--- src/rtl/vgm_pkg.sv ---
package vgm_pkg;

  typedef enum logic [2:0] {
    ACT_NONE    = 3'd0,
    ACT_WRITE   = 3'd1,
    ACT_WAIT    = 3'd2,
    ACT_LOOP    = 3'd3,
    ACT_UNKNOWN = 3'd4
  } action_t;

  typedef enum logic [1:0] {
    PH_CMD     = 2'd0,
    PH_DATA    = 2'd1,
    PH_WAIT_LO = 2'd2,
    PH_WAIT_HI = 2'd3
  } phase_t;

  localparam logic [1:0] REG_START_POS  = 2'd0;
  localparam logic [1:0] REG_LOOP_POS   = 2'd1;
  localparam logic [1:0] REG_FRAME_WAIT = 2'd2;

  localparam logic [15:0] START_POS_RST  = 16'd64;
  localparam logic [15:0] LOOP_POS_RST   = 16'd64;
  localparam logic [15:0] FRAME_WAIT_RST = 16'd735;

  localparam logic [7:0] OP_CHIP_WRITE = 8'h50;
  localparam logic [7:0] OP_WAIT_N     = 8'h61;
  localparam logic [7:0] OP_WAIT_FRAME = 8'h62;
  localparam logic [7:0] OP_END_LOOP   = 8'h66;
  localparam logic [3:0] OP_WAIT_SHORT = 4'h7;

  typedef struct packed {
    action_t     action;
    logic [7:0]  write_value;
    logic [15:0] wait_samples;
    logic [15:0] next_address;
  } result_t;

endpackage

--- src/rtl/vgm_decode.sv ---
module vgm_decode #(
  parameter int ADDR_BITS = 16
) (
  input  vgm_pkg::phase_t        phase,
  input  logic [7:0]             wait_lo,
  input  logic [ADDR_BITS-1:0]   read_pos,
  input  logic [7:0]             stream_byte,
  input  logic [ADDR_BITS-1:0]   loop_pos,
  input  logic [15:0]            frame_wait,
  output vgm_pkg::phase_t        phase_nxt,
  output logic [7:0]             wait_lo_nxt,
  output logic [ADDR_BITS-1:0]   read_pos_nxt,
  output vgm_pkg::result_t       res
);

  logic [ADDR_BITS-1:0] pos_inc;
  logic [ADDR_BITS+15:0] pos_wide;

  assign pos_inc  = read_pos + ADDR_BITS'(1);
  assign pos_wide = {16'd0, read_pos_nxt};

  always_comb begin
    phase_nxt        = vgm_pkg::PH_CMD;
    wait_lo_nxt      = wait_lo;
    read_pos_nxt     = pos_inc;
    res.action       = vgm_pkg::ACT_NONE;
    res.write_value  = 8'd0;
    res.wait_samples = 16'd0;
    unique case (phase)
      vgm_pkg::PH_DATA: begin
        res.action      = vgm_pkg::ACT_WRITE;
        res.write_value = stream_byte;
      end
      vgm_pkg::PH_WAIT_LO: begin
        wait_lo_nxt = stream_byte;
        phase_nxt   = vgm_pkg::PH_WAIT_HI;
      end
      vgm_pkg::PH_WAIT_HI: begin
        res.action       = vgm_pkg::ACT_WAIT;
        res.wait_samples = {stream_byte, wait_lo};
      end
      default: begin
        if (stream_byte == vgm_pkg::OP_CHIP_WRITE) begin
          phase_nxt = vgm_pkg::PH_DATA;
        end else if (stream_byte == vgm_pkg::OP_WAIT_N) begin
          phase_nxt = vgm_pkg::PH_WAIT_LO;
        end else if (stream_byte == vgm_pkg::OP_WAIT_FRAME) begin
          res.action       = vgm_pkg::ACT_WAIT;
          res.wait_samples = frame_wait;
        end else if (stream_byte[7:4] == vgm_pkg::OP_WAIT_SHORT) begin
          res.action       = vgm_pkg::ACT_WAIT;
          res.wait_samples = 16'(stream_byte[3:0]) + 16'd1;
        end else if (stream_byte == vgm_pkg::OP_END_LOOP) begin
          res.action   = vgm_pkg::ACT_LOOP;
          read_pos_nxt = loop_pos;
        end else begin
          res.action = vgm_pkg::ACT_UNKNOWN;
        end
      end
    endcase
    res.next_address = pos_wide[15:0];
  end

endmodule

--- src/rtl/vgm_out_reg.sv ---
module vgm_out_reg (
  input  logic             clk,
  input  logic             rst_n,
  input  logic             load,
  input  vgm_pkg::result_t res,
  input  logic             out_stall,
  output logic             busy,
  output logic             out_valid,
  output vgm_pkg::result_t out_res
);

  logic             valid_r;
  logic             valid_nxt;
  vgm_pkg::result_t res_r;

  assign busy      = valid_r & out_stall;
  assign valid_nxt = load | busy;
  assign out_valid = valid_r;
  assign out_res   = res_r;

  always_ff @(posedge clk) begin
    if (!rst_n) begin
      valid_r <= 1'b0;
    end else begin
      valid_r <= valid_nxt;
    end
  end

  always_ff @(posedge clk) begin
    if (load) begin
      res_r <= res;
    end
  end

endmodule

--- src/rtl/vgm_command_stream_parser.sv ---
// a result is registered and appears in the cycle after its request is accepted
// throughput: one stream byte per cycle while the output is not stalled, set by the single result register
// in_stall is high only while a held result is stalled at the output
// synchronous active-low reset: phase to command, read position and registers
// to their defaults (start 64, loop 64, frame wait 735), output empty
module vgm_command_stream_parser #(
  parameter int ADDR_BITS = 16
) (
  input  logic        clk,
  input  logic        rst_n,
  input  logic        in_valid,
  output logic        in_stall,
  input  logic [7:0]  in_stream_byte,
  output logic        out_valid,
  input  logic        out_stall,
  output logic [2:0]  out_action,
  output logic [7:0]  out_write_value,
  output logic [15:0] out_wait_samples,
  output logic [15:0] out_next_address,
  input  logic        cfg_we,
  input  logic [1:0]  cfg_index,
  input  logic [15:0] cfg_wdata
);

  vgm_pkg::phase_t      phase_r, phase_nxt, phase_dec;
  logic [7:0]           wait_lo_r, wait_lo_nxt;
  logic [ADDR_BITS-1:0] pos_r, pos_nxt, pos_dec;
  logic [ADDR_BITS-1:0] loop_pos_r;
  logic [15:0]          frame_wait_r;
  logic [ADDR_BITS+15:0] cfg_wide;
  logic [ADDR_BITS+15:0] rst_start_wide;
  logic [ADDR_BITS+15:0] rst_loop_wide;
  logic                 accept;
  logic                 busy;
  vgm_pkg::result_t     dec_res;
  vgm_pkg::result_t     out_res;

  assign cfg_wide       = {{ADDR_BITS{1'b0}}, cfg_wdata};
  assign rst_start_wide = {{ADDR_BITS{1'b0}}, vgm_pkg::START_POS_RST};
  assign rst_loop_wide  = {{ADDR_BITS{1'b0}}, vgm_pkg::LOOP_POS_RST};
  assign in_stall       = busy;
  assign accept         = in_valid & ~busy;

  vgm_decode #(.ADDR_BITS(ADDR_BITS)) u_decode (
    .phase        (phase_r),
    .wait_lo      (wait_lo_r),
    .read_pos     (pos_r),
    .stream_byte  (in_stream_byte),
    .loop_pos     (loop_pos_r),
    .frame_wait   (frame_wait_r),
    .phase_nxt    (phase_dec),
    .wait_lo_nxt  (wait_lo_nxt),
    .read_pos_nxt (pos_dec),
    .res          (dec_res)
  );

  vgm_out_reg u_out (
    .clk       (clk),
    .rst_n     (rst_n),
    .load      (accept),
    .res       (dec_res),
    .out_stall (out_stall),
    .busy      (busy),
    .out_valid (out_valid),
    .out_res   (out_res)
  );

  always_comb begin
    phase_nxt = phase_r;
    pos_nxt   = pos_r;
    if (cfg_we && cfg_index == vgm_pkg::REG_START_POS) begin
      phase_nxt = vgm_pkg::PH_CMD;
      pos_nxt   = cfg_wide[ADDR_BITS-1:0];
    end else if (accept) begin
      phase_nxt = phase_dec;
      pos_nxt   = pos_dec;
    end
  end

  always_ff @(posedge clk) begin
    if (!rst_n) begin
      phase_r      <= vgm_pkg::PH_CMD;
      wait_lo_r    <= 8'd0;
      pos_r        <= rst_start_wide[ADDR_BITS-1:0];
      loop_pos_r   <= rst_loop_wide[ADDR_BITS-1:0];
      frame_wait_r <= vgm_pkg::FRAME_WAIT_RST;
    end else begin
      phase_r <= phase_nxt;
      pos_r   <= pos_nxt;
      if (accept) begin
        wait_lo_r <= wait_lo_nxt;
      end
      if (cfg_we && cfg_index == vgm_pkg::REG_LOOP_POS) begin
        loop_pos_r <= cfg_wide[ADDR_BITS-1:0];
      end
      if (cfg_we && cfg_index == vgm_pkg::REG_FRAME_WAIT) begin
        frame_wait_r <= cfg_wdata;
      end
    end
  end

  assign out_action       = out_res.action;
  assign out_write_value  = out_res.write_value;
  assign out_wait_samples = out_res.wait_samples;
  assign out_next_address = out_res.next_address;

endmodule

--- config.mk ---
export PLATFORM = sky130hd
export DESIGN_NAME = vgm_command_stream_parser
export DESIGN_NICKNAME = d
export VERILOG_FILES = /design/src/rtl/vgm_pkg.sv /design/src/rtl/vgm_decode.sv /design/src/rtl/vgm_out_reg.sv /design/src/rtl/vgm_command_stream_parser.sv
export SDC_FILE = /design/constraint.sdc
export NUM_CORES = 1
export LEC_CHECK = 0
export ABC_AREA = 1
export BUFFER_PORTS_ARGS = -buffer_cell sky130_fd_sc_hd__buf_2
export CORE_MARGIN = 10
export CORE_UTILIZATION = 53
export CTS_BUF_LIST = sky130_fd_sc_hd__clkbuf_8
export CTS_CLUSTER_DIAMETER = 150
export DETAILED_ROUTE_END_ITERATION = 10
export PLACE_DENSITY = 0.79
export SETUP_SLACK_MARGIN = 0.02
export SLEW_MARGIN = 40
export SYNTH_ARGS = -nofsm -noshare
export SYNTH_HDL_FRONTEND = slang
export SYNTH_SLANG_ARGS = --single-unit
export TNS_END_PERCENT = 1
--- constraint.sdc ---
create_clock -name clk -period 1.62 [get_ports clk]
set_input_delay 0.162 -clock clk [delete_from_list [all_inputs] [get_ports clk]]
set_output_delay 0.162 -clock clk [all_outputs]
set_load 0.02 [all_outputs]
==> metrics.txt <==
# TYPE chip_impl_metric gauge
chip_impl_metric{name="static-leakage-power",unit="nW"} 2.480
chip_impl_info{name="worst_setup_path_start_kind",value="flip-flop"} 1
chip_impl_metric{name="share_seq_of_total_power",unit=""} 0.573
chip_impl_metric{name="post_synth_mux_area_share",unit=""} 0
chip_impl_metric{name="p_switching",unit="mW"} 1.313
chip_impl_metric{name="drc",unit=""} 0
chip_impl_metric{name="async_reset_ff_frac",unit=""} 0
chip_impl_metric{name="worst_skew_pair.late_latency",unit="ns"} 0.37
chip_impl_metric{name="number_of_flip_flops_and_latches_in_the_synthesized_netlist",unit=""} 102
chip_impl_metric{name="clock_sinks",unit=""} 102
chip_impl_metric{name="post_synth.cell_area_avg",unit="µm²"} 8.285
chip_impl_info{name="timing.hold.worst_endpoint",value="frame_wait_r[1]"} 1
chip_impl_metric{name="detail_route.iter0.violations",unit=""} 374
chip_impl_metric{name="holdPathStages",unit=""} 3
chip_impl_metric{name="io_buffers",unit=""} 75
chip_impl_info{name="grt_setup_unrepaired",value="true"} 1
chip_impl_metric{name="vias",unit=""} 4157
chip_impl_metric{name="post_synth_and_or_nand_nor_area_fraction",unit=""} 0.2568
chip_impl_info{name="regToRegEndpoint",value="u_out.out_res[6]"} 1
chip_impl_info{name="post_synth_main_area_contributors",value="sky130_fd_sc_hd__edfxtp_1, sky130_fd_sc_hd__dfxtp_1, sky130_fd_sc_hd__nand2_1"} 1
chip_impl_metric{name="synth_adder_area_share",unit=""} 0.01353
chip_impl_metric{name="synthesis.area",unit="µm²"} 4623
chip_impl_metric{name="cts_max_level",unit=""} 3
chip_impl_metric{name="dp_slack",unit="ns"} -0.04816
chip_impl_metric{name="seq_area_frac_synth",unit=""} 0.5348
chip_impl_metric{name="maximum_achievable_frequency",unit="MHz"} 614.7
chip_impl_metric{name="switching_share",unit=""} 0.2637
chip_impl_metric{name="grt_max_degree",unit=""} 42
chip_impl_info{name="hold_path.startpoint",value="cfg_wdata[1]"} 1
chip_impl_metric{name="number_of_synthesized_flops_with_an_enable_pin",unit=""} 43
chip_impl_metric{name="hpwl",unit="µm"} 8720
chip_impl_metric{name="fp.coreArea",unit="µm²"} 8593
chip_impl_info{name="synth_top_family_by_area",value="simple AND/OR/NAND/NOR gates"} 1
chip_impl_metric{name="required_time_worst_endpoint",unit="ns"} 1.74
chip_impl_metric{name="detail_route.first_pass.iterations",unit=""} 5
chip_impl_metric{name="timing.final.max_slew_violations",unit=""} 0
chip_impl_metric{name="postCtsHoldBufs",unit=""} 0
chip_impl_metric{name="ys_warn_count",unit=""} 0
chip_impl_metric{name="p_int",unit="mW"} 3.665
chip_impl_info{name="critPathKind",value="flip-flop to flip-flop"} 1
chip_impl_info{name="holdCritPathClass",value="input port to flip-flop"} 1
chip_impl_metric{name="netlist_instances",unit=""} 558
chip_impl_metric{name="worst-slew-pin-transition",unit="ns"} 0.4502
chip_impl_metric{name="post_drt_via_cell_ratio",unit=""} 5.357
chip_impl_metric{name="grt_pass1_vias",unit=""} 4109
chip_impl_metric{name="vdd_ir_drop_max",unit="µV"} 448.7
chip_impl_info{name="cts_tree",value="yes"} 1
chip_impl_metric{name="gpl.final_weighted_congestion",unit=""} 0.8713
chip_impl_metric{name="yosys.cell_types.count",unit=""} 35
chip_impl_metric{name="timing.slew.headroom",unit=""} 0.6991
chip_impl_metric{name="pwr-share-clk",unit=""} 0.312
chip_impl_metric{name="die-width",unit="µm"} 113.4
chip_impl_metric{name="first_pass_grt_wire_length",unit="µm"} 19800
chip_impl_metric{name="crit_arrival",unit="ns"} 1.75
chip_impl_metric{name="cap_violations",unit=""} 0
chip_impl_metric{name="cts-root-to-sink-buffers",unit=""} 2
chip_impl_metric{name="dieArea",unit="µm²"} 12860
chip_impl_info{name="cell_type_with_the_largest_total_area_after_synthesis",value="sky130_fd_sc_hd__edfxtp_1"} 1
chip_impl_metric{name="cts.clk_slew.worst_paths",unit="ns"} 0.10
chip_impl_metric{name="final_antenna_net_count",unit=""} 0
chip_impl_metric{name="timing.critical_path.fanout_max",unit=""} 6
chip_impl_metric{name="drt_wl_total",unit="µm"} 12430
chip_impl_info{name="status",value="finished, violations left"} 1
chip_impl_metric{name="boundaryPins",unit=""} 76
chip_impl_metric{name="numCtsBuffers",unit=""} 9
chip_impl_metric{name="ff2ff_setup_slack",unit="ns"} -0.007
chip_impl_metric{name="die-height",unit="µm"} 113.4
chip_impl_metric{name="r2r_cells",unit=""} 7
chip_impl_metric{name="globalRouteOverflowTotal",unit=""} 0
chip_impl_metric{name="diodes",unit=""} 0
chip_impl_metric{name="drive_above_1_share",unit=""} 0.2470
chip_impl_metric{name="p_comb_frac",unit=""} 0.114
chip_impl_metric{name="finalCritPeriodShare",unit=""} 1.004
chip_impl_metric{name="final-hold-violation-count",unit=""} 0
chip_impl_metric{name="power.density",unit="nW/µm²"} 893.7
chip_impl_metric{name="fraction_of_the_mapped_netlist_area_in_compound_gates",unit=""} 0.1147
chip_impl_info{name="synth_flop_cell",value="sky130_fd_sc_hd__dfxtp_1"} 1
chip_impl_metric{name="share_of_the_synthesized_area_in_the_top_cell_type",unit=""} 0.2793
chip_impl_metric{name="track_usage",unit=""} 0.1879
chip_impl_info{name="regToRegStartpoint",value="pos_r[0]"} 1
chip_impl_metric{name="p_total",unit="mW"} 4.978
chip_impl_metric{name="share_of_the_synthesized_netlist_area_taken_by_xor_and_xnor_gates",unit=""} 0.01137
chip_impl_metric{name="finalSetupViolations",unit=""} 1
chip_impl_info{name="clock_tree.root_cell",value="sky130_fd_sc_hd__clkbuf_8"} 1
chip_impl_metric{name="num_rows",unit=""} 34
chip_impl_metric{name="mappedNetlistNets",unit=""} 594
chip_impl_info{name="timing.critical_path.to_type",value="flip-flop"} 1
chip_impl_metric{name="post_drt_wl_per_cell",unit="µm"} 16.02
chip_impl_metric{name="p_r_area_growth_vs_syn",unit="%"} 20.49
chip_impl_metric{name="nets",unit=""} 699
chip_impl_metric{name="layout.filler_cells",unit=""} 761
chip_impl_metric{name="skew",unit="ns"} 0.008657
chip_impl_metric{name="setup_ws",unit="ns"} -0.006838
chip_impl_metric{name="fin_crit",unit="ns"} 1.627
chip_impl_metric{name="number_of_antenna_violations_at_the_first_check_in_global_routing",unit=""} 0
chip_impl_metric{name="initial_core_util",unit=""} 0.5380
chip_impl_info{name="violations",value="setup timing"} 1
[power by group through the flow]
stage	registers [mW]	logic [mW]	clock network, mW
6_report	2.85	0.570	1.56
5_1_grt	2.87	0.626	1.65
4_1_cts	2.85	0.569	1.55
3_5_place_dp	2.91	0.562	0
3_3_place_gp	2.91	0.549	0
2_1_floorplan	2.98	0.242	0
[stage by stage]
stage | hold WS, ns | util | setup TNS, ns | instance area [µm²] | std cells
6_report | 0.03287 | 0.6482 | -0.006838 | 5570 | 776
5_1_grt | 0.05389 | 0.6482 | -0.6358 | 5570 | 776
4_1_cts | 0.03274 | 0.6440 | 0 | 5534 | 774
3_5_place_dp | 0.4160 | 0.6214 | -0.1917 | 5340 | 758
3_3_place_gp | 0.4220 | 0.6214 | -0.02119 | 5340 | 758
2_1_floorplan | 0.2825 | - | 0 | 4636 | 558
[critical path, stage by stage, from the launching register on]
cell and delay (ns):
sky130_fd_sc_hd__dfxtp_4 0.38, sky130_fd_sc_hd__ha_1 0.19, sky130_fd_sc_hd__nand3_2 0.13, sky130_fd_sc_hd__nor2_4 0.23, sky130_fd_sc_hd__buf_6 0.15, sky130_fd_sc_hd__buf_4 0.10
sky130_fd_sc_hd__xnor2_1 0.12, sky130_fd_sc_hd__o21ai_2 0.08
[kinds of logic (layout without fill, tap and decap cells)]
group,Yosys count,after routing
AO/OA/AOI/OAI,99,99
XOR/XNOR,6,6
adder cells (fa/ha/maj),5,5
buffers and inverters,77,187
flip-flops,102,102
AND/OR/NAND/NOR,269,269
[repair_timing]
item | 4_1_cts | 5_1_grt
endpoints found under the setup margin | 2 | 11
resized for setup | 1 | 10
pin swaps | 0 | 1
cloned | 0 | 0
setup buffers | 0 | 2
[layer usage]
layer  track usage  vias up  part of all wire
met5             0        -                 0
met4       0.07360        0             0.023
met3       0.04567       26             0.073
met2        0.3164      157              0.49
met1        0.2266     1929              0.41
li1              -     2045                 -
[synthesized netlist by cell type (2+ instances only)]
cell                       count
sky130_fd_sc_hd__nand2_1     118
sky130_fd_sc_hd__nor2_1       71
sky130_fd_sc_hd__dfxtp_1      59
sky130_fd_sc_hd__o21ai_0      59
sky130_fd_sc_hd__inv_1        50
sky130_fd_sc_hd__nand3_1      47
sky130_fd_sc_hd__edfxtp_1     43
sky130_fd_sc_hd__a21oi_1      27
sky130_fd_sc_hd__clkbuf_1      9
sky130_fd_sc_hd__buf_2         7
sky130_fd_sc_hd__inv_2         7
sky130_fd_sc_hd__nand4_1       7
sky130_fd_sc_hd__nand2_2       6
sky130_fd_sc_hd__and2_1        5
sky130_fd_sc_hd__ha_1          5
sky130_fd_sc_hd__or2_2         5
sky130_fd_sc_hd__xor2_1        4
sky130_fd_sc_hd__a22o_1        3
sky130_fd_sc_hd__nor2_4        3
sky130_fd_sc_hd__nor3_2        3
sky130_fd_sc_hd__o21ai_2       3
sky130_fd_sc_hd__nor2_2        2
sky130_fd_sc_hd__o21ai_1       2
sky130_fd_sc_hd__xnor2_1       2
[worst max path at each step]
stage / to / cells past startpoint / from
2_1_floorplan: u_out.out_res[0] / 3 / u_out.out_valid
3_3_place_gp: u_out.out_res[11] / 8 / in_stream_byte[0]
3_5_place_dp: u_out.out_res[12] / 8 / in_stream_byte[0]
4_1_cts: u_out.out_res[14] / 7 / pos_r[0]
5_1_grt: u_out.out_res[7] / 8 / pos_r[5]
6_report: u_out.out_res[6] / 7 / pos_r[0]
[cells in the final DEF (no fill, tap or decap), drive strengths merged]
cell | Yosys | final
or2 | 5 | 5
clkinv | 1 | 2
o21bai | 1 | 1
clkbuf | 10 | 12
dfxtp | 59 | 59
xor2 | 4 | 4
edfxtp | 43 | 43
clkinvlp | 0 | 2
o21ai | 64 | 64
nor3 | 4 | 4
a31oi | 1 | 1
a21oi | 27 | 27
a221oi | 1 | 1
a21o | 1 | 1
nand2 | 124 | 124
nand4 | 7 | 7
o31ai | 1 | 1
inv | 58 | 59
ha | 5 | 5
nand3 | 48 | 48
and2 | 5 | 5
buf | 8 | 112
a22o | 3 | 3
xnor2 | 2 | 2
nor2 | 76 | 76
[state kept, by name, summed over array words and instances (netlist names)]
name and count:
wait_lo_r 8, u_out.out_valid 1, loop_pos_r 16, pos_r 16
frame_wait_r 16, phase_r 2, u_out.out_res 43
[area by class of cell]
class / instances / area [µm²] / area share
sequential: 102 / 2481 / 0.4454
multi-input combinational: 379 / 1856 / 0.3331
timing repair buffer: 112 / 681.9 / 0.1224
inverter: 59 / 227.7 / 0.04088
clock buffer: 12 / 165.2 / 0.02965
tap: 108 / 135.1 / 0.02426
clock inverter: 4 / 23.77 / 0.004268
(Power assumes the default switching activity.)
